==> src/rtl/cse_pkg.sv <==
// ----------------------------------------------------------------------------
// cse_pkg
// Shared constants, item type and IEEE single arithmetic helpers.
// ----------------------------------------------------------------------------
`default_nettype none

package cse_pkg;

  localparam int LANES  = 4;
  localparam int LANE_W = (LANES > 1) ? $clog2(LANES) : 1;
  localparam int CNT_W  = 3;
  localparam int QDEPTH = 2;
  localparam int QPTR_W = 1;

  localparam logic [31:0] CANON_NAN = 32'h7FC0_0000;

  // Accumulator set selector
  typedef enum logic [1:0] {
    OP_DOT = 2'd0,
    OP_NA  = 2'd1,
    OP_NB  = 2'd2
  } cse_op_t;

  // One classified item as it crosses the queue
  typedef struct packed {
    logic [LANES-1:0][31:0] a;
    logic [LANES-1:0][31:0] b;
    logic [LANES-1:0]       mask;
    logic                   last;
  } cse_item_t;

  // Index of the highest set bit
  function automatic logic [5:0] msb48(logic [47:0] v);
    logic [5:0] p;
    p = '0;
    for (int i = 0; i < 48; i++) begin
      if (v[i]) p = 6'(i);
    end
    return p;
  endfunction

  // Right shift that folds lost bits into bit 0
  function automatic logic [26:0] shr_sticky(logic [26:0] v, logic [11:0] sh);
    logic [5:0]  s;
    logic [53:0] w;
    s = (sh > 12'd27) ? 6'd28 : sh[5:0];
    w = {v, 27'd0} >> s;
    return w[53:27] | {26'd0, |w[26:0]};
  endfunction

  // Round to nearest even and pack; sig has its leading one at bit 26
  function automatic logic [31:0] fp_pack(logic s, logic signed [11:0] e, logic [26:0] sig);
    logic [26:0] sv;
    logic [7:0]  ef;
    logic        inc;
    logic [30:0] w;
    if (e >= 12'sd255) return {s, 8'hFF, 23'd0};
    if (e <= 12'sd0) begin
      sv = shr_sticky(sig, 12'd1 - 12'(e));
      ef = 8'd0;
    end else begin
      sv = sig;
      ef = e[7:0];
    end
    inc = sv[2] & ((|sv[1:0]) | sv[3]);
    w   = {ef, sv[25:3]} + 31'(inc);
    return {s, w};
  endfunction

  function automatic logic is_nan(logic [31:0] x);
    return (x[30:23] == 8'hFF) && (x[22:0] != 23'd0);
  endfunction

  function automatic logic is_inf(logic [31:0] x);
    return (x[30:23] == 8'hFF) && (x[22:0] == 23'd0);
  endfunction

  function automatic logic is_zero(logic [31:0] x);
    return x[30:0] == 31'd0;
  endfunction

  function automatic logic signed [11:0] eff_exp(logic [31:0] x);
    return (x[30:23] == 8'd0) ? 12'sd1 : $signed({4'd0, x[30:23]});
  endfunction

  // IEEE single multiply
  function automatic logic [31:0] fp_mul(logic [31:0] a, logic [31:0] b);
    logic                s;
    logic [23:0]         ma, mb;
    logic [47:0]         p, pn;
    logic [5:0]          l;
    logic signed [11:0]  e;
    s = a[31] ^ b[31];
    if (is_nan(a) || is_nan(b) || (is_inf(a) && is_zero(b)) || (is_zero(a) && is_inf(b)))
      return CANON_NAN;
    if (is_inf(a) || is_inf(b)) return {s, 8'hFF, 23'd0};
    if (is_zero(a) || is_zero(b)) return {s, 31'd0};
    ma = {a[30:23] != 8'd0, a[22:0]};
    mb = {b[30:23] != 8'd0, b[22:0]};
    p  = ma * mb;
    l  = msb48(p);
    pn = p << (6'd47 - l);
    e  = $signed({6'd0, l}) + eff_exp(a) + eff_exp(b) - 12'sd173;
    return fp_pack(s, e, {pn[47:22], |pn[21:0]});
  endfunction

  // IEEE single add
  function automatic logic [31:0] fp_add(logic [31:0] a, logic [31:0] b);
    logic [31:0]        big, sml;
    logic signed [11:0] eb, es, e;
    logic [26:0]        x, y;
    logic [27:0]        sum, sn;
    logic [5:0]         l;
    if (is_nan(a) || is_nan(b)) return CANON_NAN;
    if (is_inf(a) && is_inf(b) && (a[31] != b[31])) return CANON_NAN;
    if (is_inf(a)) return a;
    if (is_inf(b)) return b;
    if (is_zero(a) && is_zero(b)) return {a[31] & b[31], 31'd0};
    if (is_zero(a)) return b;
    if (is_zero(b)) return a;
    if (a[30:0] >= b[30:0]) begin
      big = a;
      sml = b;
    end else begin
      big = b;
      sml = a;
    end
    eb = eff_exp(big);
    es = eff_exp(sml);
    x  = {big[30:23] != 8'd0, big[22:0], 3'd0};
    y  = shr_sticky({sml[30:23] != 8'd0, sml[22:0], 3'd0}, 12'(eb - es));
    if (big[31] == sml[31]) sum = {1'b0, x} + {1'b0, y};
    else                    sum = {1'b0, x} - {1'b0, y};
    if (sum == 28'd0) return 32'd0;
    l  = msb48({20'd0, sum});
    sn = sum << (6'd27 - l);
    e  = $signed({6'd0, l}) + eb - 12'sd26;
    return fp_pack(big[31], e, sn[27:1] | {26'd0, sn[0]});
  endfunction

endpackage

`default_nettype wire

==> src/rtl/cse_ifs.sv <==
// ----------------------------------------------------------------------------
// cse_ifs
// Valid/ready channels for input items and similarity results.
// ----------------------------------------------------------------------------
`default_nettype none

interface cse_in_if;
  logic                                   valid;
  logic                                   ready;
  logic [cse_pkg::LANES-1:0][31:0]        a_lane;
  logic [cse_pkg::LANES-1:0][31:0]        b_lane;
  logic [cse_pkg::CNT_W-1:0]              valid_lanes;
  logic                                   last;

  modport source (output valid, a_lane, b_lane, valid_lanes, last, input ready);
  modport sink   (input valid, a_lane, b_lane, valid_lanes, last, output ready);
endinterface


`default_nettype wire

==> src/rtl/cse_front.sv <==
// ----------------------------------------------------------------------------
// cse_front
// Accepts input items, builds the lane mask and queues them for the back end.
// ----------------------------------------------------------------------------
`default_nettype none

module cse_front (
  input  wire logic               clk,
  input  wire logic               rst_n,
  cse_in_if.sink                  in_ch,
  output cse_pkg::cse_item_t      item_data,
  output logic                    item_valid,
  input  wire logic               item_pop
);

  cse_pkg::cse_item_t             fifo_r [cse_pkg::QDEPTH];
  logic [cse_pkg::QPTR_W-1:0]     wr_ptr_r, rd_ptr_r;
  logic [cse_pkg::QPTR_W:0]       count_r;
  cse_pkg::cse_item_t             cls;
  logic                           push, pop;

  // Classify: lanes past the count on a last item contribute nothing
  always_comb begin
    cls.a    = in_ch.a_lane;
    cls.b    = in_ch.b_lane;
    cls.last = in_ch.last;
    for (int i = 0; i < cse_pkg::LANES; i++) begin
      cls.mask[i] = !in_ch.last || (32'(in_ch.valid_lanes) > i);
    end
  end

  assign in_ch.ready = (count_r != (cse_pkg::QPTR_W+1)'(cse_pkg::QDEPTH));
  assign push        = in_ch.valid && in_ch.ready;
  assign item_valid  = (count_r != '0);
  assign pop         = item_pop && item_valid;
  assign item_data   = fifo_r[rd_ptr_r];

  // Queue storage
  always_ff @(posedge clk) begin
    if (push) fifo_r[wr_ptr_r] <= cls;
  end

  // Queue pointers
  always_ff @(posedge clk) begin
    if (!rst_n) begin
      wr_ptr_r <= '0;
      rd_ptr_r <= '0;
      count_r  <= '0;
    end else begin
      if (push) wr_ptr_r <= wr_ptr_r + 1'b1;
      if (pop)  rd_ptr_r <= rd_ptr_r + 1'b1;
      if (push && !pop)      count_r <= count_r + 1'b1;
      else if (pop && !push) count_r <= count_r - 1'b1;
    end
  end

endmodule

`default_nettype wire

==> src/flat_wrapper.sv <==
// flat-port wrapper written by rule: the top's interface ports become plain ports
module cse_front_flat 
  (clk, rst_n, item_data, item_valid, item_pop, in_ch_valid, in_ch_a_lane, in_ch_b_lane, in_ch_valid_lanes, in_ch_last, in_ch_ready);
  cse_in_if in_ch_i ();
  input  wire logic clk;
  input  wire logic rst_n;
  output cse_pkg::cse_item_t item_data;
  output logic item_valid;
  input  wire logic item_pop;
  input wire logic [$bits(in_ch_i.valid)-1:0] in_ch_valid;
  input wire logic [$bits(in_ch_i.a_lane)-1:0] in_ch_a_lane;
  input wire logic [$bits(in_ch_i.b_lane)-1:0] in_ch_b_lane;
  input wire logic [$bits(in_ch_i.valid_lanes)-1:0] in_ch_valid_lanes;
  input wire logic [$bits(in_ch_i.last)-1:0] in_ch_last;
  output wire logic [$bits(in_ch_i.ready)-1:0] in_ch_ready;
  assign in_ch_i.valid = in_ch_valid;
  assign in_ch_i.a_lane = in_ch_a_lane;
  assign in_ch_i.b_lane = in_ch_b_lane;
  assign in_ch_i.valid_lanes = in_ch_valid_lanes;
  assign in_ch_i.last = in_ch_last;
  assign in_ch_ready = in_ch_i.ready;
  cse_front u_core (.clk(clk), .rst_n(rst_n), .in_ch(in_ch_i), .item_data(item_data), .item_valid(item_valid), .item_pop(item_pop));
endmodule
==> config.mk <==
export PLATFORM = sky130hd
export DESIGN_NAME = cse_front_flat
export DESIGN_NICKNAME = d
export VERILOG_FILES = /design/src/rtl/cse_pkg.sv /design/src/rtl/cse_ifs.sv /design/src/rtl/cse_front.sv /design/src/flat_wrapper.sv
export SDC_FILE = /design/constraint.sdc
export NUM_CORES = 1
export LEC_CHECK = 0
export ABC_AREA = 1
export BUFFER_PORTS_ARGS = -buffer_cell sky130_fd_sc_hd__buf_2
export CORE_MARGIN = 4
export CORE_UTILIZATION = 35
export CTS_CLUSTER_DIAMETER = 150
export DETAILED_ROUTE_END_ITERATION = 10
export GPL_ROUTABILITY_DRIVEN = 0
export GPL_TIMING_DRIVEN = 0
export PLACE_DENSITY_LB_ADDON = 0.25
export SLEW_MARGIN = 20
export SYNTH_ARGS = -nofsm -noshare
export SYNTH_HDL_FRONTEND = slang
export SYNTH_SLANG_ARGS = --single-unit
==> constraint.sdc <==
create_clock -name clk -period 19.9 [get_ports clk]
set_clock_uncertainty 0.15 [all_clocks]
set_input_delay 4.975 -clock clk [delete_from_list [all_inputs] [get_ports clk]]
set_output_delay 4.975 -clock clk [all_outputs]
set_load 0.02 [all_outputs]
After elaboration in Yosys (flattened, before gate mapping)
Memory sizes are Yosys's and may differ from the RTL's. A register that Yosys moved wholly into a read port is not among the register bits. Cells that the tools add are included.

Register bits after elaboration: 4. RAM bits: 522. Input port bits: 264. Output and inout bits: 263. Logic and storage cells: 32. Memories kept: 1.

Add/subtract/negate cells: 4. Order comparisons: 4. Eq/ne operators: 1. Muxes and demuxes: 6. Reductions and logical operators: 13.

Memories: u_core.fifo_r (words 2, width 261, read ports 1, clocked after memory_dff 1, wr ports 1, line cse_front.sv:16) `cse_pkg::cse_item_t fifo_r [cse_pkg::QDEPTH];`.

Operators by type and width (number): > comparator 3 x 1 -> 1 bit (second input constant) (2); > comparator 3 x 2 -> 1 bit (second input constant) (2); logical AND 1 bit (4); logical OR 1 bit (4); two-way mux 1 bit (4); two-way mux 2 bit (2); nonzero test 2 bit (2); zero test 1 bit (3); adder 1 bit (second input constant) (2); adder 2 x 1 -> 2 bit (second input constant) (1); inequality test 2 bit (second input constant) (1); subtractor 2 x 1 -> 2 bit (second input constant) (1).

Longest topological paths before layout
Gate-level depths: netlist of run 1.

Word-level depth: 6. Gate-level depth with buffers: 11.

Least setup slack after synthesis of run 1
OpenSTA, ideal clock, no wires.

Path type: input port to flip-flop. From: input in_ch_valid. To: memory u_core.fifo_r[0][0] (netlist name) (enable). Data arrival time: 15882 ps. Data required time: 18862 ps. Slack: 2980 ps. Stages on the path: 2. Buffers on the path: 0. Cells stage by stage: nand2_1 nor2_1.

Longest elaborated chain between the ends: 3.

Ends and longest elaborated chain: from (decl) (line flat_wrapper.sv:10) `input wire logic [$bits(in_ch_i.valid)-1:0] in_ch_valid;`; logical AND 1 bit (line cse_front.sv:33) `assign push = in_ch.valid && in_ch.ready;`; two-way mux 1 bit (line cse_front.sv:40) `if (push) fifo_r[wr_ptr_r] <= cls;`; two-way mux 1 bit (implied by the code) (line cse_front.sv:40); to (decl) (line cse_front.sv:16).

Every way passes these cells.

==> results of run 1 <==
==> final cells by class <==
class,instances,area share
buffer,29,0.01097
clock buffer,68,0.05529
sequential,527,0.6120
timing repair buffer,551,0.1256
antenna,9,0.0008738
multi-input combinational,289,0.1472
inverter,12,0.001748
tap,756,0.03670
clock inverter,31,0.009515
==> layout by cell type (no fill, tap or decap), drive strengths merged <==
| cell | Yosys | final |
|---|---|---|
| a21oi | 1 | 1 |
| buf | 29 | 580 |
| bufinv | 0 | 4 |
| clkbuf | 0 | 68 |
| clkinv | 0 | 24 |
| clkinvlp | 0 | 2 |
| dfxtp | 5 | 5 |
| diode | 0 | 9 |
| edfxtp | 522 | 522 |
| ha | 1 | 1 |
| inv | 12 | 13 |
| mux2 | 261 | 261 |
| nand2 | 11 | 11 |
| nand3 | 2 | 2 |
| nand4 | 1 | 1 |
| nor2 | 8 | 8 |
| o21a | 1 | 1 |
| o21ai | 3 | 3 |
==> cell families after synthesis <==
kind of cell,Yosys count
buf+inv,41
simple gates,22
fa+ha+maj,1
compound gates,5
flops,527
mux,261
==> worst max-delay path by stage <==
stage,startpoint,endpoint,depth (start not counted)
global placement,in_ch_valid,u_core.fifo_r[1][164],3
global route,register,item_data[132],5
CTS,register,item_data[132],5
detailed placement,in_ch_valid,u_core.fifo_r[1][75],8
finish,register,item_data[132],5
floorplan,in_ch_valid,u_core.fifo_r[0][0],2
==> flip-flops by register name, summed over array words and instances (netlist names), named ones only <==
name             flops
u_core.rd_ptr_r      1
u_core.wr_ptr_r      1
u_core.count_r       2
u_core.fifo_r      522
==> through the flow <==
step | setup slack, ps | instances | hold slack, ps | util
floorplan | 2980 | 857 | 316.9 | -
CTS | 12660 | 2263 | 371.8 | 0.4576
detailed placement | 12490 | 2164 | 335.9 | 0.4279
global placement | -4184 | 2139 | 335.8 | 0.4169
global route | 12630 | 2269 | 405.6 | 0.4579
finish | 12750 | 2272 | 357.5 | 0.4580
==> critical path, cell delays in order, from the launching register on <==
cell and delay, ps:
dfxtp_1 320, buf_6 150, buf_6 220, buf_6 220, mux2_4 370, buf_2 180
==> power breakdown <==
group	switching, mW	internal (mW)	leakage (nW)
registers	0.0328	1.40	4.90
logic	0.539	0.416	4.25
clock network	0.399	0.556	0.813
total	0.971	2.37	9.96
==> cell usage after synthesis <==
library cell / n
edfxtp_1: 522
mux2_4: 190
mux2_2: 71
buf_6: 22
inv_1: 12
nand2_1: 11
nor2_1: 8
buf_2: 7
dfxtp_1: 5
o21ai_0: 3
nand3_1: 2
a21oi_1: 1
ha_1: 1
nand4_1: 1
o21a_1: 1
==> routing by layer <==
metal	GRT usage	up-vias	share of wire
li1	-	4647	-
met1	0.1607	4971	0.37
met3	0.04996	94	0.076
met5	0	-	0.0018
met4	0.05239	14	0.031
met2	0.2445	329	0.52
==> results.toml, run 1 <==
[sta]
period_needed_ps = 7154
max_freq_mhz = 139.8
tightestPinTransition_ps = 676.2
rsz0062_at_grt = "no"
finalCritPeriodShare = 0.3595
setup_violations = 0
timing.final.max_slew_violations = 0
slew_headroom = 0.5481
final.setup.tns_ps = 0
finalHoldViolations = 0

[setup_path]
regToRegSetupSlack_ps = 17050
cp_max_fo = 10
worstRegToRegCells = 9
rr_startpoint = "u_core.count_r[0]"
reg2reg_to = "u_core.fifo_r[1][96]"
path_class = "reg -> out"
start_kind = "register"
crit_arrival_ps = 2030
cp.required_ps = 14780
cp-end-kind = "primary output"

[route]
wl_um = 44720
drc = 0
first_iter_violations = 350
drtAntennaViolNets = 0
dr.pass1.iters = 5
wl_per_cell_um = 19.68
routed-via-count = 10055
routed_via_density = 4.426

[cts]
cts_tree = "built"
postCtsSetupBuffers = 0
h-tree-depth = 2
cts.sinks = 527
clk_latency_ps = 570
cts_buffer_depth = 3
cts_root_buf = "clkbuf_16"
cts.repair.resized = 0
clk_pin_slew_worst_paths_ps = 60
cts_hold_buffers = 0
cts_made_buffers = 54

[final_layout]
layout-drive-gt1-share = 0.6065
n_fill_cell = 4928
fin_nets = 1729
seq_area_mm2 = 0.01578
stdcell_area_mm2 = 0.02577
synthToLayoutAreaGrowth_pct = 29.63
multiInputGateArea_mm2 = 0.003795

[synthesis]
ys_ff_latch = 527
synth_nets = 1122
synth_top_family_by_area = "multiplexers"
ys_seq_area_frac = 0.7934
ys_types = 15
yosysTopAreaCellShare = 0.7884
synthCells = 857
synth_area_per_cell_um2 = 23.20
yosys.area_share.adder = 0.0006293
synth.mux.area_fraction = 0.1837
synth_top_cell_by_area = "edfxtp_1"
synth-xor-area-share = 0
synth_compound_area_frac = 0.001384
syn_area_mm2 = 0.01988
yosysWarningCount = 0
yosys.area_share.simple = 0.004405
synth_area_leaders = "edfxtp_1 79%, mux2_4 14%, mux2_2 4.0%"

[die]
io_pins = 527
die_y_um = 246.3
dieArea_mm2 = 0.06069
core-area_mm2 = 0.05628
placementRows = 87
initial_core_util = 0.3533
die_w_um = 246.3

[worst_hold_path]
min_from = "u_core.rd_ptr_r"
hold_depth = 2
hold_class = "reg -> reg"

[placement]
placed_area_mm2 = 0.02408
post-dp-hpwl_um = 32890
io_buffers = 526

[pwr]
power.leakage_nw = 9.960
powerDensity_mw_per_mm2 = 129.7
ir_drop_uv = 93.98
power_mw = 3.343

[global_routing]
grt_max_degree = 25
grt_pass1_vias = 10726
grtUsageTotal = 0.1409
antenna_found_initial = 18
grt-ovfl-total = 0
grt_pass1_wl_um = 64950

[status]
status = "completed"

[flow_run]
drv_cap = 0
No activity file was read; power rests on OpenSTA's default activity.
==> inputs of run 2 (changes only) <==
Clock period 19.9 ns to 6.02 ns, I/O delays scaled along.
==> run 2 against run 1 <==
  * Wire length is 0.84% higher
  * Via count about the same
  * Cell area rose by 0.20%
  * Hold slack gained 2.5 ps
  * Cell count shrank 0.22%
  * Flip-flop and latch count stayed put
  * Global-route usage is essentially flat
  * First-iteration DRC count is 17% higher
  * Critical path depth stayed put
  * Power grew to 3.3 times the previous value
  * Non-clock buffer count rose by 1
==> results.toml, run 2 (synthesized netlist as in run 1, its figures left out) <==
[setup_path]
start_kind = "register"
path_common_cell = "buf_6"
cp_max_fo = 10
path_class = "reg -> out"
crit_chain = "buf_6 -> buf_6 -> buf_6 -> mux2_4 -> buf_2"
cp.required_ps = 4370
slowest_stage = "mux2_4"
path_delay_family = "buffers and inverters"
critPathMaxStageDelay_ps = 330
cp-end-kind = "primary output"
critical_path_buf_inv_count = 4
crit_arrival_ps = 2030

[cts]
cts.sinks = 527
clk_latency_ps = 590
clk_pin_slew_worst_paths_ps = 60
cts_hold_buffers = 0
cts_tree = "built"
cts_made_buffers = 55
postCtsSetupBuffers = 0
cts_buffer_depth = 3
cts.repair.resized = 0
cts_root_buf = "clkbuf_16"
h-tree-depth = 2

[final_layout]
stdcell_area_mm2 = 0.02583
reg_top3 = "u_core.fifo_r: 522 flops, u_core.count_r: 2 flops"
multiInputGateArea_mm2 = 0.003811
mostFrequentLayoutCells = "533 x buf_2, 522 x edfxtp_1, 190 x mux2_4"
synthToLayoutAreaGrowth_pct = 29.89
layout-drive-gt1-share = 0.6099
n_fill_cell = 4918
largest-register = "u_core.fifo_r"
largest_register_ff_count = 522
seq_area_mm2 = 0.01578
final_common_cell = "buf_2"
fin_nets = 1731

[sta]
rsz0062_at_grt = "no"
slew_headroom = 0.6554
finalCritPeriodShare = 0.6128
max_freq_mhz = 271.1
setup_violations = 0
finalHoldViolations = 0
setup_slack_ps = 2331
timing.final.max_slew_violations = 0
tightestPinTransition_ps = 515.7
period_needed_ps = 3689

[pwr]
ir_drop_uv = 246.4
power_mw = 11.09
power.leakage_nw = 9.982
powerDensity_mw_per_mm2 = 429.5

[die]
die_y_um = 246.3
die_w_um = 246.3
dieArea_mm2 = 0.06069
core-area_mm2 = 0.05628
initial_core_util = 0.3533
io_pins = 527
placementRows = 87

[global_routing]
grt-ovfl-total = 0
antenna_found_initial = 11
grt_max_degree = 25
grt_pass1_vias = 10655
grt_pass1_wl_um = 64630
grtUsageTotal = 0.1413

[placement]
io_buffers = 526
place_ws_ps = 2119
post-dp-hpwl_um = 33180
placed_area_mm2 = 0.02412

[status]
status = "completed"

[route]
drtAntennaViolNets = 0
dr.pass1.iters = 4
wl_um = 45090
wl_per_cell_um = 19.89
routed-via-count = 10054
routed_via_density = 4.435
first_iter_violations = 410
drc = 0

[flow_run]
drv_cap = 0

[worst_hold_path]
hold_class = "reg -> reg"
==> run 2: cell count changes in the layout (fill, tap and decap cells not counted), sizes merged <==
cell and delta:
inv -1, clkinv -3, buf +1, clkinvlp -1, clkbuf -1
==> run 2: path summary, 6_finish.rpt <==
check	endpoint	slack [ps]	from	cells after the start
max	item_data[130]	2330	register	5
max reg2reg	u_core.fifo_r[0][107]	3120	u_core.count_r[0]	10
min	register	360	u_core.rd_ptr_r	2
min reg2reg	register	360	u_core.rd_ptr_r	2
==> run 2: tightest hold or removal path: cells and delay by family (launching register included) <==
family	cells	cell delay [ps]
DFF	1	330
and+or+nand+nor	2	150
==> run 2: through the flow <==
stage | utilization | std cells | TNS [ps] | hold slack (ps)
6_report | 0.4589 | 2267 | 0 | 360.0
5_1_grt | 0.4588 | 2265 | 0 | 401.2
4_1_cts | 0.4585 | 2258 | 0 | 371.4
3_5_place_dp | 0.4286 | 2165 | 0 | 354.2
3_3_place_gp | 0.4174 | 2139 | -1336490 | 334.6
2_1_floorplan | - | 857 | -1351 | 316.9
==> run 2: area by class of cell <==
cell class | count | share of cell area
multi-input cells | 289 | 0.1476
repair buffers | 552 | 0.1262
well taps | 756 | 0.03663
diodes | 9 | 0.0008721
plain buffers | 29 | 0.01095
inverters | 12 | 0.001744
clock buffers | 67 | 0.05668
clock inverters | 26 | 0.008575
flip-flops and latches | 527 | 0.6108
==> run 2: per-layer routing <==
metal,routed length [um],GRT usage
met5,24,0
met4,1373,0.05089
met3,3688,0.05213
met2,23730,0.2514
met1,16270,0.1549
==> run 2: power by group <==
group / switching, mW / internal, mW / leakage [nW]
Combinational: 1.78 / 1.38 / 4.26
Clock: 1.32 / 1.88 / 0.825
Sequential: 0.109 / 4.63 / 4.90
Total: 3.21 / 7.88 / 9.98
